===== src/rtl/core/rthsv_pkg.sv =====
// Shared constants and types for the RGB to HSV converter.
// Depends on nothing; imported by every module of the converter.
package rthsv_pkg;

   localparam int HUE_BITS   = 9;
   localparam int HUE_FULL   = 360;
   localparam int HUE_STEP   = 60;
   localparam int GREEN_BASE = 120;
   localparam int BLUE_BASE  = 240;

   typedef struct packed {
      logic hue_zero;   // grey pixel: all channels equal
      logic sat_zero;   // black pixel: largest channel is zero
   } flags_type;

endpackage


===== src/rtl/core/rthsv_prep.sv =====
// Front end of the converter: max/min, hue sector, and the two dividends and divisors.
// Two register stages. Depends on rthsv_pkg.
module rthsv_prep
   import rthsv_pkg::*;
#(
   parameter int CHANNEL_BITS = 8
) (
   input  logic                      clock,
   input  logic                      reset,
   input  logic                      in_valid,
   input  logic [CHANNEL_BITS-1:0]   in_red,
   input  logic [CHANNEL_BITS-1:0]   in_green,
   input  logic [CHANNEL_BITS-1:0]   in_blue,
   output logic                      out_valid,
   output logic [CHANNEL_BITS+9:0]   out_hue_num,
   output logic [CHANNEL_BITS:0]     out_hue_den,
   output logic [2*CHANNEL_BITS+1:0] out_sat_num,
   output logic [CHANNEL_BITS:0]     out_sat_den,
   output flags_type                 out_flags,
   output logic [CHANNEL_BITS-1:0]   out_val
);

   localparam int N  = CHANNEL_BITS;
   localparam int NW = N + 11;       // signed width of the hue numerator
   localparam int HW = N + 10;       // hue dividend width
   localparam int SW = 2 * N + 2;    // saturation dividend width

   typedef enum logic [1:0] {
      SECT_RED,
      SECT_GREEN,
      SECT_BLUE
   } sector_type;

   // stage 1
   logic                  s1_vld_ff;
   logic [N-1:0]          s1_mx_ff, s1_mx_in;
   logic [N-1:0]          s1_mn_ff, s1_mn_in;
   sector_type            s1_sect_ff, s1_sect_in;
   logic signed [N:0]     s1_diff_ff, s1_diff_in;

   // stage 2
   logic                  s2_vld_ff;
   logic [HW-1:0]         s2_hnum_ff, s2_hnum_in;
   logic [N:0]            s2_hden_ff, s2_hden_in;
   logic [SW-1:0]         s2_snum_ff, s2_snum_in;
   logic [N:0]            s2_sden_ff, s2_sden_in;
   flags_type             s2_flags_ff, s2_flags_in;
   logic [N-1:0]          s2_val_ff;

   logic [N-1:0]          delta;
   logic [NW-1:0]         base;
   logic [NW-1:0]         num;

   // Largest channel decides the sector; red wins ties, then green.
   always_comb begin
      priority if (in_red >= in_green && in_red >= in_blue) begin
         s1_sect_in = SECT_RED;
         s1_mx_in   = in_red;
         s1_diff_in = $signed({1'b0, in_green}) - $signed({1'b0, in_blue});
      end else if (in_green >= in_blue) begin
         s1_sect_in = SECT_GREEN;
         s1_mx_in   = in_green;
         s1_diff_in = $signed({1'b0, in_blue}) - $signed({1'b0, in_red});
      end else begin
         s1_sect_in = SECT_BLUE;
         s1_mx_in   = in_blue;
         s1_diff_in = $signed({1'b0, in_red}) - $signed({1'b0, in_green});
      end
      s1_mn_in = in_red;
      if (in_green < s1_mn_in) s1_mn_in = in_green;
      if (in_blue < s1_mn_in) s1_mn_in = in_blue;
   end

   always_ff @(posedge clock) begin
      if (reset) begin
         s1_vld_ff <= 1'b0;
      end else begin
         s1_vld_ff <= in_valid;
      end
      s1_mx_ff   <= s1_mx_in;
      s1_mn_ff   <= s1_mn_in;
      s1_sect_ff <= s1_sect_in;
      s1_diff_ff <= s1_diff_in;
   end

   // Hue numerator is delta times the sector base angle plus 60*diff, always in [0, 360*delta).
   always_comb begin
      delta = s1_mx_ff - s1_mn_ff;
      unique case (s1_sect_ff)
         SECT_RED:   base = s1_diff_ff[N] ? NW'(delta) * NW'(HUE_FULL) : '0;
         SECT_GREEN: base = NW'(delta) * NW'(GREEN_BASE);
         SECT_BLUE:  base = NW'(delta) * NW'(BLUE_BASE);
         default:    base = '0;
      endcase
      num = base + NW'(s1_diff_ff) * NW'(HUE_STEP);

      // round half up: (2*num + den) / (2*den)
      s2_hnum_in = HW'(num << 1) + HW'(delta);
      s2_hden_in = {delta, 1'b0};
      s2_snum_in = (SW'(delta) << (N + 1)) - (SW'(delta) << 1) + SW'(s1_mx_ff);
      s2_sden_in = {s1_mx_ff, 1'b0};
      s2_flags_in.hue_zero = (delta == '0);
      s2_flags_in.sat_zero = (s1_mx_ff == '0);
   end

   always_ff @(posedge clock) begin
      if (reset) begin
         s2_vld_ff <= 1'b0;
      end else begin
         s2_vld_ff <= s1_vld_ff;
      end
      s2_hnum_ff  <= s2_hnum_in;
      s2_hden_ff  <= s2_hden_in;
      s2_snum_ff  <= s2_snum_in;
      s2_sden_ff  <= s2_sden_in;
      s2_flags_ff <= s2_flags_in;
      s2_val_ff   <= s1_mx_ff;
   end

   assign out_valid   = s2_vld_ff;
   assign out_hue_num = s2_hnum_ff;
   assign out_hue_den = s2_hden_ff;
   assign out_sat_num = s2_snum_ff;
   assign out_sat_den = s2_sden_ff;
   assign out_flags   = s2_flags_ff;
   assign out_val     = s2_val_ff;

endmodule


===== src/rtl/core/rthsv_div.sv =====
// Pipelined restoring divider, one quotient bit per register stage, with side data.
// Depends on rthsv_pkg only by convention; no shared items are used.
module rthsv_div
   import rthsv_pkg::*;
#(
   parameter int XW = 18,   // dividend width
   parameter int DW = 9,    // divisor width
   parameter int QW = 9,    // quotient width, quotient must stay below 2**QW
   parameter int TW = 1     // side data width
) (
   input  logic          clock,
   input  logic          reset,
   input  logic          in_valid,
   input  logic [XW-1:0] in_dividend,
   input  logic [DW-1:0] in_divisor,
   input  logic [TW-1:0] in_tag,
   output logic          out_valid,
   output logic [QW-1:0] out_quot,
   output logic [TW-1:0] out_tag
);

   localparam int IW = (XW > DW + QW - 1) ? XW : DW + QW - 1;

   logic          vld_ff  [QW];
   logic [IW-1:0] rem_ff  [QW];
   logic [IW-1:0] rem_in  [QW];
   logic [QW-1:0] quot_ff [QW];
   logic [QW-1:0] quot_in [QW];
   logic [DW-1:0] div_ff  [QW];
   logic [TW-1:0] tag_ff  [QW];

   logic          vld_prev  [QW];
   logic [IW-1:0] rem_prev  [QW];
   logic [QW-1:0] quot_prev [QW];
   logic [DW-1:0] div_prev  [QW];
   logic [TW-1:0] tag_prev  [QW];
   logic [IW-1:0] trial     [QW];

   always_comb begin
      vld_prev[0]  = in_valid;
      rem_prev[0]  = IW'(in_dividend);
      quot_prev[0] = '0;
      div_prev[0]  = in_divisor;
      tag_prev[0]  = in_tag;
      for (int k = 1; k < QW; k++) begin
         vld_prev[k]  = vld_ff[k-1];
         rem_prev[k]  = rem_ff[k-1];
         quot_prev[k] = quot_ff[k-1];
         div_prev[k]  = div_ff[k-1];
         tag_prev[k]  = tag_ff[k-1];
      end
      // stage k settles quotient bit QW-1-k
      for (int k = 0; k < QW; k++) begin
         trial[k] = IW'(div_prev[k]) << (QW - 1 - k);
         if (rem_prev[k] >= trial[k]) begin
            rem_in[k]  = rem_prev[k] - trial[k];
            quot_in[k] = quot_prev[k] | (QW'(1) << (QW - 1 - k));
         end else begin
            rem_in[k]  = rem_prev[k];
            quot_in[k] = quot_prev[k];
         end
      end
   end

   always_ff @(posedge clock) begin
      for (int k = 0; k < QW; k++) begin
         if (reset) begin
            vld_ff[k] <= 1'b0;
         end else begin
            vld_ff[k] <= vld_prev[k];
         end
         rem_ff[k]  <= rem_in[k];
         quot_ff[k] <= quot_in[k];
         div_ff[k]  <= div_prev[k];
         tag_ff[k]  <= tag_prev[k];
      end
   end

   assign out_valid = vld_ff[QW-1];
   assign out_quot  = quot_ff[QW-1];
   assign out_tag   = tag_ff[QW-1];

endmodule


===== src/rtl/core/rgb_to_hsv_converter.sv =====
// Top level of the RGB to HSV converter: front end, two dividers, output register.
// Depends on rthsv_pkg, rthsv_prep and rthsv_div.
//
//   channel | ports                                   | handshake
//   --------+-----------------------------------------+---------------------------
//   request | req_red_in, req_green_in, req_blue_in   | start while busy is low
//   result  | rsp_hue_out, rsp_sat_out, rsp_val_out   | rsp_strobe, one cycle
//
// One item is taken every cycle; busy never rises.
// Each item passes through two front-end stages, one divider stage per quotient bit,
// and the output register.
// Reset clears only the valid bits; items in flight are dropped.
// The receiver cannot stall, so nothing is held back.
module rgb_to_hsv_converter
   import rthsv_pkg::*;
#(
   parameter int CHANNEL_BITS = 8
) (
   input  logic                    clock,
   input  logic                    reset,
   input  logic                    start,
   output logic                    busy,
   input  logic [CHANNEL_BITS-1:0] req_red_in,
   input  logic [CHANNEL_BITS-1:0] req_green_in,
   input  logic [CHANNEL_BITS-1:0] req_blue_in,
   output logic                    rsp_strobe,
   output logic [HUE_BITS-1:0]     rsp_hue_out,
   output logic [CHANNEL_BITS-1:0] rsp_sat_out,
   output logic [CHANNEL_BITS-1:0] rsp_val_out
);

   localparam int N = CHANNEL_BITS;
   localparam int Q = (N > HUE_BITS) ? N : HUE_BITS;

   logic              prep_vld;
   logic [N+9:0]      prep_hnum;
   logic [N:0]        prep_hden;
   logic [2*N+1:0]    prep_snum;
   logic [N:0]        prep_sden;
   flags_type         prep_flags;
   logic [N-1:0]      prep_val;

   logic              hdiv_vld;
   logic [Q-1:0]      hdiv_quot;
   logic              hdiv_zero;
   logic              sdiv_vld;
   logic [Q-1:0]      sdiv_quot;
   logic [N:0]        sdiv_tag;

   logic                rsp_vld_ff, rsp_vld_in;
   logic [HUE_BITS-1:0] rsp_hue_ff, rsp_hue_in;
   logic [N-1:0]        rsp_sat_ff, rsp_sat_in;
   logic [N-1:0]        rsp_val_ff, rsp_val_in;

   assign busy = 1'b0;

   rthsv_prep #(
      .CHANNEL_BITS (N)
   ) u_prep (
      .clock       (clock),
      .reset       (reset),
      .in_valid    (start),
      .in_red      (req_red_in),
      .in_green    (req_green_in),
      .in_blue     (req_blue_in),
      .out_valid   (prep_vld),
      .out_hue_num (prep_hnum),
      .out_hue_den (prep_hden),
      .out_sat_num (prep_snum),
      .out_sat_den (prep_sden),
      .out_flags   (prep_flags),
      .out_val     (prep_val)
   );

   rthsv_div #(
      .XW (N + 10),
      .DW (N + 1),
      .QW (Q),
      .TW (1)
   ) u_hue_div (
      .clock       (clock),
      .reset       (reset),
      .in_valid    (prep_vld),
      .in_dividend (prep_hnum),
      .in_divisor  (prep_hden),
      .in_tag      (prep_flags.hue_zero),
      .out_valid   (hdiv_vld),
      .out_quot    (hdiv_quot),
      .out_tag     (hdiv_zero)
   );

   rthsv_div #(
      .XW (2 * N + 2),
      .DW (N + 1),
      .QW (Q),
      .TW (N + 1)
   ) u_sat_div (
      .clock       (clock),
      .reset       (reset),
      .in_valid    (prep_vld),
      .in_dividend (prep_snum),
      .in_divisor  (prep_sden),
      .in_tag      ({prep_flags.sat_zero, prep_val}),
      .out_valid   (sdiv_vld),
      .out_quot    (sdiv_quot),
      .out_tag     (sdiv_tag)
   );

   // Force grey and black pixels, wrap a rounded full circle to zero.
   always_comb begin
      rsp_vld_in = hdiv_vld & sdiv_vld;
      if (hdiv_zero || hdiv_quot == Q'(HUE_FULL)) begin
         rsp_hue_in = '0;
      end else begin
         rsp_hue_in = hdiv_quot[HUE_BITS-1:0];
      end
      rsp_sat_in = sdiv_tag[N] ? '0 : sdiv_quot[N-1:0];
      rsp_val_in = sdiv_tag[N-1:0];
   end

   always_ff @(posedge clock) begin
      if (reset) begin
         rsp_vld_ff <= 1'b0;
      end else begin
         rsp_vld_ff <= rsp_vld_in;
      end
      rsp_hue_ff <= rsp_hue_in;
      rsp_sat_ff <= rsp_sat_in;
      rsp_val_ff <= rsp_val_in;
   end

   assign rsp_strobe  = rsp_vld_ff;
   assign rsp_hue_out = rsp_hue_ff;
   assign rsp_sat_out = rsp_sat_ff;
   assign rsp_val_out = rsp_val_ff;

endmodule

===== config.mk =====
export PLATFORM = sky130hd
export DESIGN_NAME = rgb_to_hsv_converter
export DESIGN_NICKNAME = d
export VERILOG_FILES = /design/src/rtl/core/rthsv_pkg.sv /design/src/rtl/core/rthsv_prep.sv /design/src/rtl/core/rthsv_div.sv /design/src/rtl/core/rgb_to_hsv_converter.sv
export SDC_FILE = /design/constraint.sdc
export NUM_CORES = 1
export LEC_CHECK = 0
export BUFFER_PORTS_ARGS = -buffer_cell sky130_fd_sc_hd__buf_2
export CORE_ASPECT_RATIO = 1.4
export CORE_MARGIN = 3
export CORE_UTILIZATION = 42
export CTS_CLUSTER_DIAMETER = 150
export DETAILED_ROUTE_END_ITERATION = 12
export PLACE_DENSITY = 0.53
export SLEW_MARGIN = 20
export SYNTH_ARGS = -nofsm -noshare
export SYNTH_HDL_FRONTEND = slang
export SYNTH_SLANG_ARGS = --single-unit

===== constraint.sdc =====
create_clock -name clock -period 8.9 [get_ports clock]
set_clock_uncertainty 0.1 [all_clocks]
set_input_delay 0.89 -clock clock [delete_from_list [all_inputs] [get_ports clock]]
set_output_delay 0.89 -clock clock [all_outputs]
set_load 0.05 [all_outputs]

==> impl_metrics.ini <==
[run_status]
status = complete, no violations

[critical_path]
cp-start-kind = flip-flop
worstPathRequired_ns = 9.36
r2r_cells = 26
timing.reg2reg.setup_slack_ns = 1.72
worstReg2RegStart = u_prep.s1_mx_ff[3]$_DFF_P_
worstPathArrival_ns = 7.65
critical_path_class = flip-flop to flip-flop
end_kind = flip-flop
reg2reg_to = u_prep.out_hue_num[16]$_DFF_P_
crit_end = u_prep.out_hue_num[16]$_DFF_P_
crit_fanout = 15
cp-startpoint = u_prep.s1_mx_ff[3]$_DFF_P_

[routing]
ant_nets = 0
finalWirelength_mm = 58.5
drt_first_pass_iters = 4
vias = 19000
drtIter0Drc = 621
viasPerCell = 4.96
drc = 0
avgRoutedWirePerCell_um = 15.3

[yosys]
syn_area_um2 = 27600
yosysWarnings = 0
synthArstFlopShare_pct = 0
synth_area_per_cell_um2 = 9.65
synth_seq_cells = 606
synth_cell_types = 90
synth-edff-count = 0
synth_ff_type = dfxtp_1
seq_area_frac_synth_pct = 44.0
synthCells = 2856
syn_nets = 3197

[timing]
grt_setup_unrepaired = false
min_period_ns = 7.18
finalHoldViolations = 0
hold-worst-slack_ns = 0.222
tightestPinTransition_ns = 0.958
finalSetupTns_ns = 0
final.period_utilization_pct = 80.7
max_freq_ghz = 0.139
relSlewSlack_pct = 35.2
setup_viol = 0
slew_viol_final = 0

[floorplan]
core_um2 = 64700
die_h_um = 309
initial_core_util_pct = 42.6
fp.dieW_um = 223
dieArea_um2 = 68800
rows = 110
ios = 54

[global_routing]
grt_max_degree = 25
grt_util_all_layers_pct = 17.0
grt_pass1_vias = 19900
grt_pass1_wl_mm = 95.2
overflow = 0
antenna_found_initial = 0

[flow_run]
maxCapViolations = 0

[cts]
post-cts-setup-buffers = 0
cts.repair.resized = 0
clockBufferDepth = 3
tritoncts = done
numCtsBuffers = 59
cts-root-buf = clkbuf_16
cts.sinks = 606
clk_pin_slew_ns = 0.06
clkLatencyLatePin_ns = 0.63
cts_max_level = 2
ctsHoldBuffers = 0

[place]
portBuffers = 52
gp_congestion = 0.883
post-place-cells = 3718
dp_hpwl_mm = 47.4
postPlaceCellArea_um2 = 28800

[min_path]
min_from = u_sat_div.tag_ff[0][78]$_DFF_P_
worstHoldPathType = flip-flop to flip-flop

[final_layout]
areaGrowthSynthToFinish_pct = 12.0
num-nets-final = 3280
drive_gt1_share_pct = 7.50
n_antenna_cell = 0
fin_area_um2 = 30900
stdcell_count = 3828
cells in the final DEF, fill, tap and decap left out, types with 8 or more instances in the layout:
cell type	instances
a211oi_1	9
xnor2_1	126
a21o_1	63
nor2_1	168
mux2i_1	39
o21bai_1	10
nor3_1	53
clkbuf_1	13
or2_2	10
inv_1	347
o21ai_0	175
clkinv_2	8
nand3b_1	9
dfxtp_1	606
clkbuf_8	12
nor4_1	30
and2_1	14
nor4b_1	8
nand4_1	34
xor2_1	80
mux2_2	14
buf_2	52
fa_1	53
nor2b_1	77
a31oi_1	15
buf_4	10
o31ai_1	35
a21oi_1	130
ha_1	261
or4_1	17
o21a_1	20
clkbuf_16	59
nand2b_1	50
or3_1	8
nand2_1	191
a21boi_0	29
nand3_1	22
logic make-up after synthesis:
kind of cell             count (synthesis)  share of synthesized area [%]
AND/OR/NAND/NOR                        715                           13.0
buffers and inverters                  392                           5.40
XOR/XNOR                               210                           6.73
AO/OA/AOI/OAI                          561                           13.0
other                                    1                         0.0136
flip-flops                             606                           44.0
adder cells (fa/ha/maj)                318                           15.9
multiplexers                            53                           1.99
cell usage after synthesis (63+ instances only):
| master | n | area [um2] |
|---|---|---|
| xnor2_1 | 127 | 1110 |
| nand2_1 | 191 | 717 |
| a21o_1 | 63 | 473 |
| nor2b_1 | 77 | 482 |
| inv_1 | 347 | 1300 |
| a21oi_1 | 130 | 651 |
| xor2_1 | 81 | 709 |
| nor2_1 | 168 | 631 |
| o21ai_0 | 175 | 876 |
| ha_1 | 261 | 3270 |
| dfxtp_1 | 606 | 12100 |
routing by layer:
layer | track usage [%] | share of wire [%] | vias to the layer above
met5 | 0 | 0 | -
met3 | 2.53 | 2.8 | 149
li1 | - | - | 9802
met4 | 9.90 | 6.1 | 0
met1 | 15.0 | 34 | 8805
met2 | 35.6 | 57 | 223
worst min path at each step:
stage                     slack [ns]  cells past startpoint                               to
after floorplan                 0.21                      0           rsp_val_out[0]$_DFF_P_
after global placement          0.21                      0  u_sat_div.tag_ff[0][35]$_DFF_P_
after detailed placement        0.21                      0  u_sat_div.quot_ff[6][4]$_DFF_P_
after CTS                       0.22                      0  u_sat_div.quot_ff[6][7]$_DFF_P_
after global routing            0.21                      0  u_sat_div.quot_ff[6][7]$_DFF_P_
final                           0.22                      0           rsp_val_out[6]$_DFF_P_
final cells by class:
cell class                 count  area (um2)
tap                          840        1050
sequential                   606       12100
multi-input combinational   1858       14000
clock buffer                  84        1690
inverter                     352        1330
fill                        6211       33800
clock inverter                26         348
timing repair buffer          62         335
metrics by stage:
step           utilization (%)  setup slack [ns]
6_report                  47.7              1.72
5_1_grt                   47.7              1.16
4_1_cts                   47.7              1.69
3_5_place_dp              44.6              1.69
3_3_place_gp              44.6              1.74
2_1_floorplan                -              2.45
flip-flops by register name (all words and copies together) (netlist names), 8 cells and up:
signal,flops
u_sat_div.tag_ff,73
u_prep.s1_mn_ff,8
rsp_sat_out,8
u_hue_div.quot_ff,45
rsp_hue_out,9
rsp_val_out,8
u_prep.out_sat_num,18
u_prep.s1_mx_ff,8
u_prep.out_hue_num,18
u_hue_div.div_ff,41
u_sat_div.quot_ff,36
u_hue_div.tag_ff,9
u_sat_div.rem_ff,144
u_prep.s1_diff_ff,9
u_hue_div.rem_ff,144
worst max-delay path: stages, from the launching register on:
cell       delay (ns)
dfxtp_1          0.34
ha_1             0.44
o21ai_2          0.11
a21o_1           0.19
a21oi_1          0.19
o41ai_2          0.10
xnor2_2          0.74
inv_1            0.19
ha_1             0.36
inv_1            0.06
fa_1             0.50
fa_1             0.52
inv_1            0.05
ha_1             0.33
nand2_1          0.08
o21ai_0          0.13
nor3_1           0.20
nor2_1           0.09
a2111oi_0        0.40
o21ai_0          0.13
o21ai_0          0.11
ha_1             0.34
o311ai_0         0.59
nand3_1          0.19
nor2_1           0.20
nor4bb_2         0.27
xor2_1           0.16
Power is not shown: default switching activity piles up to over one toggle a cycle in this logic, so the estimate is an artifact.
